<file path="src/design/u8d_pkg.sv">
// shared types and constants of the utf-8 to utf-32 decoder
package u8d_pkg;

	localparam int CP_W        = 21;
	localparam int SRC_OFF_W   = 32;
	localparam int MAX_RESULTS = 4;

	localparam logic [CP_W-1:0] REPLACEMENT = 21'h00FFFD;

	// byte class tags, compared against the top bits of a byte
	localparam logic [1:0] CONT_TAG  = 2'b10;
	localparam logic [2:0] LEAD2_TAG = 3'b110;
	localparam logic [3:0] LEAD3_TAG = 4'b1110;
	localparam logic [4:0] LEAD4_TAG = 5'b11110;
	localparam logic [5:0] PAYLOAD6  = 6'b11_1111;

	typedef enum logic [2:0] {
		SEQ_NONE  = 3'd0,
		SEQ_TWO   = 3'd2,
		SEQ_THREE = 3'd3,
		SEQ_FOUR  = 3'd4
	} seq_len_t;

	typedef struct packed {
		logic [7:0] b0;
		logic [7:0] b1;
		logic [7:0] b2;
		logic [1:0] cnt;
		seq_len_t   need;
	} dec_state_t;

	typedef struct packed {
		logic [CP_W-1:0]      code_point;
		logic [SRC_OFF_W-1:0] source_offset;
		logic                 run_last;
		logic                 text_done;
	} result_t;

endpackage

</file>
<file path="src/design/u8d_in_if.sv">
// byte channel of the decoder
interface u8d_in_if;
	logic       valid;
	logic       ready;
	logic [7:0] in_byte;
	logic       text_end;

	modport source (output valid, output in_byte, output text_end, input ready);
	modport sink (input valid, input in_byte, input text_end, output ready);
endinterface

</file>
<file path="src/design/u8d_out_if.sv">
// code point channel of the decoder
interface u8d_out_if;
	logic                           valid;
	logic                           ready;
	logic [u8d_pkg::CP_W-1:0]      code_point;
	logic [u8d_pkg::SRC_OFF_W-1:0] source_offset;
	logic                           run_last;
	logic                           text_done;

	modport source (output valid, output code_point, output source_offset,
		output run_last, output text_done, input ready);
	modport sink (input valid, input code_point, input source_offset,
		input run_last, input text_done, output ready);
endinterface

</file>
<file path="src/design/u8d_decode.sv">
// one byte step: next decoder state and the list of results it causes
module u8d_decode #(
	parameter int OFFSET_WIDTH = 32
) (
	input  u8d_pkg::dec_state_t      st,
	input  logic [OFFSET_WIDTH-1:0] pos,
	input  logic [7:0]              in_byte,
	input  logic                    text_end,
	output u8d_pkg::dec_state_t      st_nxt,
	output logic [OFFSET_WIDTH-1:0] pos_nxt,
	output u8d_pkg::result_t         res [u8d_pkg::MAX_RESULTS],
	output logic [2:0]              n
);

	logic [u8d_pkg::CP_W-1:0] cp_l   [u8d_pkg::MAX_RESULTS];
	logic [1:0]               back_l [u8d_pkg::MAX_RESULTS];
	logic [u8d_pkg::CP_W-1:0] cp_done;
	logic [OFFSET_WIDTH-1:0]  offs   [u8d_pkg::MAX_RESULTS];
	logic                     pending;
	logic                     is_cont;
	logic                     completes;
	logic                     do_start;
	logic [2:0]               idx;

	assign pending   = (st.need != u8d_pkg::SEQ_NONE) && (st.cnt != 2'd0);
	assign is_cont   = (in_byte[7:6] == u8d_pkg::CONT_TAG);
	assign completes = ({1'b0, st.cnt} + 3'd1) == 3'(st.need);

	always_comb begin
		case (st.need)
			u8d_pkg::SEQ_TWO:   cp_done = {10'b0, st.b0[4:0], in_byte[5:0] & u8d_pkg::PAYLOAD6};
			u8d_pkg::SEQ_THREE: cp_done = {5'b0, st.b0[3:0], st.b1[5:0],
				in_byte[5:0] & u8d_pkg::PAYLOAD6};
			u8d_pkg::SEQ_FOUR:  cp_done = {st.b0[2:0], st.b1[5:0], st.b2[5:0],
				in_byte[5:0] & u8d_pkg::PAYLOAD6};
			default:            cp_done = '0;
		endcase
	end

	always_comb begin
		st_nxt   = st;
		n        = 3'd0;
		do_start = 1'b0;
		idx      = 3'd0;
		for (int k = 0; k < u8d_pkg::MAX_RESULTS; k++) begin
			cp_l[k]   = '0;
			back_l[k] = 2'd0;
		end

		if (!pending) begin
			do_start = 1'b1;
		end else if (is_cont && completes) begin
			cp_l[0]     = cp_done;
			back_l[0]   = st.cnt;
			n           = 3'd1;
			st_nxt.cnt  = 2'd0;
			st_nxt.need = u8d_pkg::SEQ_NONE;
		end else if (is_cont && st.cnt != 2'd3) begin
			if (st.cnt == 2'd1) begin
				st_nxt.b1 = in_byte;
			end else begin
				st_nxt.b2 = in_byte;
			end
			st_nxt.cnt = st.cnt + 2'd1;
		end else begin
			// broken sequence: every held byte becomes a replacement
			for (int k = 0; k < 3; k++) begin
				if (2'(k) < st.cnt) begin
					cp_l[k]   = u8d_pkg::REPLACEMENT;
					back_l[k] = st.cnt - 2'(k);
				end
			end
			n        = {1'b0, st.cnt};
			do_start = 1'b1;
		end

		if (do_start) begin
			st_nxt.cnt  = 2'd0;
			st_nxt.need = u8d_pkg::SEQ_NONE;
			if (in_byte[7] == 1'b0) begin
				cp_l[n[1:0]]   = {13'b0, in_byte};
				back_l[n[1:0]] = 2'd0;
				n              = n + 3'd1;
			end else if (in_byte[7:5] == u8d_pkg::LEAD2_TAG) begin
				st_nxt.b0   = in_byte;
				st_nxt.cnt  = 2'd1;
				st_nxt.need = u8d_pkg::SEQ_TWO;
			end else if (in_byte[7:4] == u8d_pkg::LEAD3_TAG) begin
				st_nxt.b0   = in_byte;
				st_nxt.cnt  = 2'd1;
				st_nxt.need = u8d_pkg::SEQ_THREE;
			end else if (in_byte[7:3] == u8d_pkg::LEAD4_TAG) begin
				st_nxt.b0   = in_byte;
				st_nxt.cnt  = 2'd1;
				st_nxt.need = u8d_pkg::SEQ_FOUR;
			end else begin
				cp_l[n[1:0]]   = u8d_pkg::REPLACEMENT;
				back_l[n[1:0]] = 2'd0;
				n              = n + 3'd1;
			end
		end

		if (text_end) begin
			// cut-off sequence: flush what is still held, offsets counted back from the current byte
			if (st_nxt.need != u8d_pkg::SEQ_NONE) begin
				for (int k = 0; k < 3; k++) begin
					idx = n + 3'(k);
					if (2'(k) < st_nxt.cnt && idx < 3'(u8d_pkg::MAX_RESULTS)) begin
						cp_l[idx[1:0]]   = u8d_pkg::REPLACEMENT;
						back_l[idx[1:0]] = st_nxt.cnt - 2'd1 - 2'(k);
					end
				end
				n = n + {1'b0, st_nxt.cnt};
			end
			st_nxt.cnt  = 2'd0;
			st_nxt.need = u8d_pkg::SEQ_NONE;
		end
	end

	assign pos_nxt = text_end ? '0 : pos + OFFSET_WIDTH'(1);

	for (genvar g = 0; g < u8d_pkg::MAX_RESULTS; g++) begin : g_res
		assign offs[g]              = pos - OFFSET_WIDTH'(back_l[g]);
		assign res[g].code_point    = cp_l[g];
		assign res[g].source_offset = u8d_pkg::SRC_OFF_W'(offs[g]);
		assign res[g].run_last      = (3'(g) + 3'd1) == n;
		assign res[g].text_done     = ((3'(g) + 3'd1) == n) && text_end;
	end

endmodule

</file>
<file path="src/design/u8d_resq.sv">
// result register: holds the results of one byte and drains them one per transfer
module u8d_resq (
	input  logic             clk,
	input  logic             arst_n,
	input  logic             load,
	input  u8d_pkg::result_t ents [u8d_pkg::MAX_RESULTS],
	input  logic [2:0]       n,
	output logic             free,
	u8d_out_if.source        utf32
);

	u8d_pkg::result_t ent_q [u8d_pkg::MAX_RESULTS];
	logic [1:0]       rd_q;
	logic [2:0]       left_q;
	logic             pop;

	assign pop  = utf32.valid && utf32.ready;
	assign free = (left_q == 3'd0) || (left_q == 3'd1 && utf32.ready);

	always_ff @(posedge clk or negedge arst_n) begin
		if (!arst_n) begin
			rd_q   <= 2'd0;
			left_q <= 3'd0;
		end else if (load && n != 3'd0) begin
			rd_q   <= 2'd0;
			left_q <= n;
		end else if (pop) begin
			rd_q   <= rd_q + 2'd1;
			left_q <= left_q - 3'd1;
		end
	end

	always_ff @(posedge clk) begin
		if (load && n != 3'd0) begin
			ent_q <= ents;
		end
	end

	assign utf32.valid         = (left_q != 3'd0);
	assign utf32.code_point    = ent_q[rd_q].code_point;
	assign utf32.source_offset = ent_q[rd_q].source_offset;
	assign utf32.run_last      = ent_q[rd_q].run_last;
	assign utf32.text_done     = ent_q[rd_q].text_done;

endmodule

</file>
<file path="src/design/utf8_to_utf32_decoder_core.sv">
// Streaming UTF-8 to UTF-32 decoder. Bytes enter on utf8, one per transfer, with text_end on
// the last byte of a text; code points leave on utf32 tagged with the offset of their first
// byte. Invalid bytes and broken or cut-off sequences give U+FFFD, one per byte involved.
// A byte is registered, decoded against the held sequence and its results (zero to four)
// are loaded into the result register, from which they leave on utf32. One byte is accepted
// per cycle as long as each byte gives at most one result and utf32 is not stalled; a byte
// that gives several results occupies the single output port for one transfer each, which
// holds input back until its last result is taken. Offsets wrap at 2^OFFSET_WIDTH and restart
// at zero after text_end.
module utf8_to_utf32_decoder_core #(
	parameter int OFFSET_WIDTH = 32
) (
	input  logic      clk,
	input  logic      arst_n,
	u8d_in_if.sink    utf8,
	u8d_out_if.source utf32
);

	logic                    valid_s1;
	logic [7:0]              byte_s1;
	logic                    end_s1;
	u8d_pkg::dec_state_t     state_q;
	u8d_pkg::dec_state_t     state_nxt;
	logic [OFFSET_WIDTH-1:0] pos_q;
	logic [OFFSET_WIDTH-1:0] pos_nxt;
	u8d_pkg::result_t        res [u8d_pkg::MAX_RESULTS];
	logic [2:0]              res_n;
	logic                    q_free;
	logic                    adv;

	assign adv        = valid_s1 && q_free;
	assign utf8.ready = !valid_s1 || q_free;

	always_ff @(posedge clk or negedge arst_n) begin
		if (!arst_n) begin
			valid_s1 <= 1'b0;
		end else if (utf8.valid && utf8.ready) begin
			valid_s1 <= 1'b1;
		end else if (adv) begin
			valid_s1 <= 1'b0;
		end
	end

	always_ff @(posedge clk) begin
		if (utf8.valid && utf8.ready) begin
			byte_s1 <= utf8.in_byte;
			end_s1  <= utf8.text_end;
		end
	end

	always_ff @(posedge clk or negedge arst_n) begin
		if (!arst_n) begin
			state_q <= '{b0: 8'd0, b1: 8'd0, b2: 8'd0, cnt: 2'd0, need: u8d_pkg::SEQ_NONE};
			pos_q   <= '0;
		end else if (adv) begin
			state_q <= state_nxt;
			pos_q   <= pos_nxt;
		end
	end

	u8d_decode #(
		.OFFSET_WIDTH(OFFSET_WIDTH)
	) u_decode (
		.st      (state_q),
		.pos     (pos_q),
		.in_byte (byte_s1),
		.text_end(end_s1),
		.st_nxt  (state_nxt),
		.pos_nxt (pos_nxt),
		.res     (res),
		.n       (res_n)
	);

	u8d_resq u_resq (
		.clk   (clk),
		.arst_n(arst_n),
		.load  (adv),
		.ents  (res),
		.n     (res_n),
		.free  (q_free),
		.utf32 (utf32)
	);

endmodule

</file>
<file path="src/flat_wrapper.sv">
// flat-port wrapper written by rule: the top's interface ports become plain ports
module utf8_to_utf32_decoder_core_flat 
#(
	parameter int OFFSET_WIDTH = 32
)
  (clk, arst_n, utf8_valid, utf8_in_byte, utf8_text_end, utf8_ready, utf32_valid, utf32_code_point, utf32_source_offset, utf32_run_last, utf32_text_done, utf32_ready);
  u8d_in_if utf8_i ();
  u8d_out_if utf32_i ();
  input  logic clk;
  input  logic arst_n;
  input wire logic [$bits(utf8_i.valid)-1:0] utf8_valid;
  input wire logic [$bits(utf8_i.in_byte)-1:0] utf8_in_byte;
  input wire logic [$bits(utf8_i.text_end)-1:0] utf8_text_end;
  output wire logic [$bits(utf8_i.ready)-1:0] utf8_ready;
  output wire logic [$bits(utf32_i.valid)-1:0] utf32_valid;
  output wire logic [$bits(utf32_i.code_point)-1:0] utf32_code_point;
  output wire logic [$bits(utf32_i.source_offset)-1:0] utf32_source_offset;
  output wire logic [$bits(utf32_i.run_last)-1:0] utf32_run_last;
  output wire logic [$bits(utf32_i.text_done)-1:0] utf32_text_done;
  input wire logic [$bits(utf32_i.ready)-1:0] utf32_ready;
  assign utf8_i.valid = utf8_valid;
  assign utf8_i.in_byte = utf8_in_byte;
  assign utf8_i.text_end = utf8_text_end;
  assign utf8_ready = utf8_i.ready;
  assign utf32_valid = utf32_i.valid;
  assign utf32_code_point = utf32_i.code_point;
  assign utf32_source_offset = utf32_i.source_offset;
  assign utf32_run_last = utf32_i.run_last;
  assign utf32_text_done = utf32_i.text_done;
  assign utf32_i.ready = utf32_ready;
  utf8_to_utf32_decoder_core #(.OFFSET_WIDTH(OFFSET_WIDTH)) u_core (.clk(clk), .arst_n(arst_n), .utf8(utf8_i), .utf32(utf32_i));
endmodule
</file>
<file path="config.mk">
export PLATFORM = sky130hd
export DESIGN_NAME = utf8_to_utf32_decoder_core_flat
export DESIGN_NICKNAME = d
export VERILOG_FILES = /design/src/design/u8d_pkg.sv /design/src/design/u8d_in_if.sv /design/src/design/u8d_out_if.sv /design/src/design/u8d_decode.sv /design/src/design/u8d_resq.sv /design/src/design/utf8_to_utf32_decoder_core.sv /design/src/flat_wrapper.sv
export SDC_FILE = /design/constraint.sdc
export NUM_CORES = 1
export LEC_CHECK = 0
export BUFFER_PORTS_ARGS = -buffer_cell sky130_fd_sc_hd__buf_2
export CAP_MARGIN = 20
export CORE_MARGIN = 2
export CORE_UTILIZATION = 60
export DETAILED_ROUTE_END_ITERATION = 10
export GPL_TIMING_DRIVEN = 0
export HOLD_SLACK_MARGIN = 0.08
export PLACE_DENSITY = 0.85
export SYNTH_ARGS = -nofsm -noshare
export SYNTH_HDL_FRONTEND = slang
export SYNTH_SLANG_ARGS = --single-unit
</file>
<file path="constraint.sdc">
create_clock -name clk -period 22.8 [get_ports clk]
set_clock_uncertainty 0.15 [all_clocks]
set_input_delay 5.7 -clock clk [delete_from_list [all_inputs] [get_ports clk]]
set_output_delay 5.7 -clock clk [all_outputs]
set_load 0.005 [all_outputs]
</file>
==> results_dict.tcl, run 1 <==
set metrics [dict create \
    status "finished, final reports clean" \
    via_per_inst 6.17 \
    area_delta_synth_final_pct 12.9 \
    track_usage_pct 26.8 \
    synth_edf_count 193 \
    num_io_pins 70 \
    synthesis.nets 1205 \
    cts_sinks 253 \
    criticalPathCategory "input port to primary output" \
    rsz0062_at_grt "false" \
    clkTransAtPathRegs_ps 60 \
    crit_fanout 4 \
    cts_setup_buffers 0 \
    layout_commonest_cell "edfxtp_1" \
    critPathMostFrequentCell "buf_2" \
    yosysUniqueCellTypes 73 \
    power_leakage_uw 0.00634 \
    cts_hold_buf 0 \
    grt_pass1_vias 9638 \
    p_per_area_mw_per_mm2 115 \
    synthArstFlopShare_pct 23.7 \
    finalCriticalPeriod_ps 12130 \
    antenna_left 0 \
    ys_warn_count 0 \
    final_hold_viol_count 0 \
    final-max-slew-violation-count 0 \
    syn_inst 1162 \
    cp.arrival_ps 6280 \
    drt-total-wl_um 31500 \
    vias 9713 \
    worst_hold_slack_ps 357 \
    r2r_cells 19 \
    rows 55 \
    synth_area_mm2 0.0136 \
    dp.cells 1526 \
    cts_buffer_depth 3 \
    grt_overflow_total 0 \
    grt_antenna_before_repair 0 \
    slowest_delay_ps 240 \
    synth_top_area_share_pct 42.7 \
    worst_r2r_endpoint "u_core.u_resq.ent_q[31]$_DFFE_PP_" \
    start_util_pct 60.5 \
    cts_tree "built" \
    worstSkewPairLatency_ps 530 \
    cts_made_buffers 26 \
    fp.dieW_um 154 \
    drive_above_1_share_pct 15.9 \
    max-slew-margin-rel_pct 21.5 \
    required_ps 16950 \
    synth_area_leaders "edfxtp_1 (43%), dfrtp_1 (11%), mux4_2 (7.0%)" \
    hold_depth 1 \
    synth_top_flop_cell "edfxtp_1" \
    fillerInstances 1531 \
    critPathLaunch "utf32_ready" \
    regArea_mm2 0.00730 \
    setup_tns_ps 0 \
    maxCapViolations 0 \
    dr.pass1.iters 5 \
    fmax_mhz 82.4 \
    post-dp-hpwl_um 22100 \
    setup_violations 0 \
    portBuffers 69 \
    gp_congestion 0.892 \
    drc 0 \
    final_cells 1575 \
    start_kind "input port" \
    cp-end-kind "primary output" \
    slowest_stage "o21ai_0" \
    die_y_um 154 \
    core_area_mm2 0.0224 \
    rrSetupSlack_ps 16660 \
    ctsResizeCount 0 \
    h-tree-depth 1 \
    n_antenna_cell 0 \
    layout_common_cells "edfxtp_1 (193), nor2_1 (126), nand2_1 (110)" \
    hold_path.class "register to register" \
    grt_max_degree 61 \
    fin_crit_sh_pct 53.2 \
    post_synth.cell_area_avg_um2 11.7 \
    clockRootBuffer "clkbuf_16" \
    routedWlPerCell_um 20.0 \
    ys_seq_elements 253 \
    synth_top_area_cell "edfxtp_1" \
    seq_area_frac_synth_pct 53.8 \
    finalPower_uw 1760 \
    worstPathCellList "buf_2 -> a21oi_1 -> o21ai_0 -> buf_2" \
    multi_input_area_mm2 0.00587 \
    endpoint "utf8_ready" \
    nNetsFinal 1313 \
    peakVddDrop_mv 0.0880 \
    tightest_slew_ps 1160 \
    grt_pass1_wl_um 50200 \
    die_area_mm2 0.0238 \
    reg2reg_from "u_core.state_q[4]$_DFFE_PN0P_" \
    drt_iter0_drc 1097 \
]
-- worst min-delay path by stage --
stage | startpoint | slack [ps] | endpoint
2_1_floorplan | u_core.state_q[10]$_DFFE_PN0P_ | 330 | u_core.state_q[10]$_DFFE_PN0P_
3_3_place_gp | u_core.state_q[6]$_DFFE_PN0P_ | 340 | u_core.state_q[6]$_DFFE_PN0P_
3_5_place_dp | u_core.state_q[5]$_DFFE_PN0P_ | 350 | u_core.state_q[5]$_DFFE_PN0P_
4_1_cts | u_core.state_q[5]$_DFFE_PN0P_ | 360 | u_core.state_q[5]$_DFFE_PN0P_
5_1_grt | u_core.state_q[5]$_DFFE_PN0P_ | 380 | u_core.state_q[5]$_DFFE_PN0P_
6_report | u_core.state_q[5]$_DFFE_PN0P_ | 360 | u_core.state_q[5]$_DFFE_PN0P_
-- sequential cells by signal (all words and copies together) (netlist names) --
name                  count
u_core.valid_s1           1
u_core.end_s1             1
u_core.state_q           22
u_core.pos_q             32
u_core.u_resq.rd_q        2
u_core.byte_s1            8
u_core.u_resq.left_q      3
u_core.u_resq.ent_q     184
-- through the flow --
step	setup WS, ps	utilization [%]	cell area [µm²]
final	10670	68.3	15300
after global routing	10580	68.3	15300
after CTS	10660	68.2	15300
after detailed placement	10670	64.6	14500
after global placement	2660	63.6	14300
after floorplan	6180	-	13600
-- critical path: cells and delay by family --
kind	cells	cell delay (ps)
buf+inv	2	280
compound gates	2	300
-- logic make-up (layout without fill, tap and decap cells) --
kind of cell,Yosys count,in the layout,share of synthesized area [%]
AND/OR/NAND/NOR,412,412,14.5
flip-flops,253,253,53.8
AO/OA/AOI/OAI,153,153,7.60
XOR/XNOR,143,143,9.23
buffers and inverters,108,236,3.19
multiplexers,63,63,8.70
adder cells (fa/ha/maj),30,30,3.04
-- cell type report --
type                            count  share of cell area [%]
Buffer                             71                    1.89
Clock buffer                       36                    4.76
Clock inverter                     12                   0.556
Inverter                           37                   0.939
Multi-Input combinational cell    801                    38.3
Sequential cell                   253                    47.6
Tap cell                          285                    2.33
Timing Repair Buffer               80                    3.56
-- Yosys cell counts, types with 15 or more instances --
master    instances
ha_1             25
mux2_2           18
xor2_1           85
nor2_1          126
xnor2_1          58
nor4_1           15
buf_1            16
nor3_1           36
o21ai_0          59
dfrtp_1          60
edfxtp_1        193
clkbuf_1         47
a21oi_1          22
inv_1            33
and2_1           21
nand2_1         110
mux4_2           42
nand3_1          36
-- power breakdown --
| group | internal (µW) | total, µW | switching [µW] | leakage (µW) |
|---|---|---|---|---|
| sequential | 671 | 720 | 49.3 | 0.00264 |
| combinational | 268 | 637 | 369 | 0.00331 |
| clock | 234 | 407 | 173 | 0.000398 |
-- layer usage --
metal	track usage [%]	wire (µm)	share of wire, %	vias up
li1	-	-	-	4420
met4	11.2	1160	3.7	0
met2	44.5	15500	49	483
met1	35.8	12300	39	4724
met5	0	0	0	-
met3	3.92	2520	8.0	86
No activity file was read; power rests on OpenSTA's default activity.
==> run 2: changes to the inputs <==
==> constraint.sdc (replaced) <==
create_clock -name clk -period 12.6 [get_ports clk]
set_clock_uncertainty 0.15 [all_clocks]
set_input_delay 3.15 -clock clk [delete_from_list [all_inputs] [get_ports clk]]
set_output_delay 3.15 -clock clk [all_outputs]
set_load 0.005 [all_outputs]
==> results_dict.tcl, run 2 (synthesis results as in run 1) <==
set metrics [dict create \
    grt_max_degree 61 \
    drc 0 \
    nNetsFinal 1315 \
    cts_setup_buffers 0 \
    die_area_mm2 0.0238 \
    criticalPathCategory "input port to primary output" \
    layout_commonest_cell "edfxtp_1" \
    cp-end-kind "primary output" \
    cts_sinks 253 \
    final_cells 1577 \
    grt_pass1_vias 9656 \
    drt_iter0_drc 1080 \
    wl_met1_um 12600 \
    fillerInstances 1497 \
    crit_fanout 4 \
    rows 55 \
    fp.dieW_um 154 \
    drt-total-wl_um 32100 \
    grt_antenna_before_repair 0 \
    finalPower_uw 3260 \
    setup_violations 0 \
    cp_num_buf_inv 2 \
    clkTransAtPathRegs_ps 60 \
    gp_congestion 0.906 \
    n_antenna_cell 0 \
    p_per_area_mw_per_mm2 211 \
    portBuffers 69 \
    final_hold_viol_count 0 \
    status "finished, final reports clean" \
    max-slew-margin-rel_pct 22.6 \
    largestRegisters "u_core.u_resq.ent_q: 184 flops, u_core.pos_q: 32 flops, u_core.state_q: 22 flops" \
    largest_register "u_core.u_resq.ent_q" \
    tightest_slew_ps 1150 \
    area_delta_synth_final_pct 13.5 \
    antenna_left 0 \
    start_util_pct 60.5 \
    cts_buffer_depth 3 \
    cts_hold_buf 0 \
    peakVddDrop_mv 0.146 \
    grt_pass1_wl_um 50300 \
    routedWlPerCell_um 20.3 \
    final-max-slew-violation-count 0 \
    top_layer_used "met4" \
    required_ps 9300 \
    cts_made_buffers 27 \
    finalCriticalPeriod_ps 7090 \
    ctsResizeCount 0 \
    post-dp-hpwl_um 22300 \
    core_area_mm2 0.0224 \
    die_y_um 154 \
    dp.cells 1526 \
    critPathMostFrequentCell "buf_2" \
    dr.pass1.iters 6 \
    wl_met2_um 15900 \
    power_leakage_uw 0.00637 \
    setup_tns_ps 0 \
    grt_overflow_total 0 \
    num_io_pins 70 \
    multi_input_area_mm2 0.00587 \
    path_delay_family "compound AO/OA/AOI/OAI gates" \
    wl_met3_um 2550 \
    largest_register_ffs 184 \
    worstSkewPairLatency_ps 550 \
    layout_common_cells "edfxtp_1 (193), nor2_1 (126), nand2_1 (110)" \
    fin_crit_sh_pct 56.3 \
    start_kind "input port" \
    track_usage_pct 26.7 \
    cp.arrival_ps 3790 \
    clockRootBuffer "clkbuf_16" \
    maxCapViolations 0 \
    worstPathCellList "buf_2 -> a21oi_1 -> o21ai_0 -> buf_2" \
    slowest_stage "o21ai_0" \
    fmax_mhz 141 \
    slowest_delay_ps 280 \
    rsz0062_at_grt "false" \
    via_per_inst 6.29 \
    h-tree-depth 1 \
    regArea_mm2 0.00730 \
    cts_tree "built" \
    hold_path.class "register to register" \
    drive_above_1_share_pct 16.3 \
    vias 9921 \
]
## run 2: path summary, 6_finish.rpt
check | depth (start not counted) | endpoint | slack [ps] | from
hold / removal | 1 | u_core.state_q[6]$_DFFE_PN0P_ | 360 | u_core.state_q[6]$_DFFE_PN0P_
setup reg to reg | 19 | u_core.u_resq.ent_q[129]$_DFFE_PP_ | 6430 | u_core.state_q[3]$_DFFE_PN0P_
hold reg to reg | 1 | u_core.state_q[6]$_DFFE_PN0P_ | 360 | u_core.state_q[6]$_DFFE_PN0P_
setup / recovery | 4 | utf8_ready | 5510 | utf32_ready
min in group asynchronous | 1 | u_core.pos_q[29]$_DFFE_PN0P_ | 2550 | arst_n
max in group asynchronous | 1 | u_core.u_resq.left_q[2]$_DFFE_PN0P_ | 9190 | arst_n
## run 2: power by group
part / switching [µW] / internal, µW
Clock: 323 / 469
Sequential: 88.9 / 1210
Combinational: 672 / 488
Total: 1080 / 2170
## run 2: metrics by stage
step / util, % / cell area, µm² / hold slack, ps / setup slack [ps]
after detailed placement: 64.6 / 14500 / 354 / 5530
after CTS: 68.5 / 15400 / 367 / 5520
final: 68.7 / 15400 / 363 / 5510
after global placement: 63.6 / 14300 / 343 / 296
after global routing: 68.7 / 15400 / 382 / 5460
after floorplan: - / 13600 / 331 / 2510
## run 2: final cells by class
cell class                 count  share of cell area (%)
clock buffer                  36                    4.74
buffer                        71                    1.88
tap                          285                    2.32
sequential                   253                    47.4
inverter                      37                   0.934
clock inverter                13                   0.991
timing repair buffer          81                    3.66
multi-input combinational    801                    38.1
## run 2: per-layer routing
layer  up-vias  track usage [%]
met2       562             45.7
met5         -                0
met4         0             10.0
met1      4833             35.4
met3        99             3.39
li1       4427                -
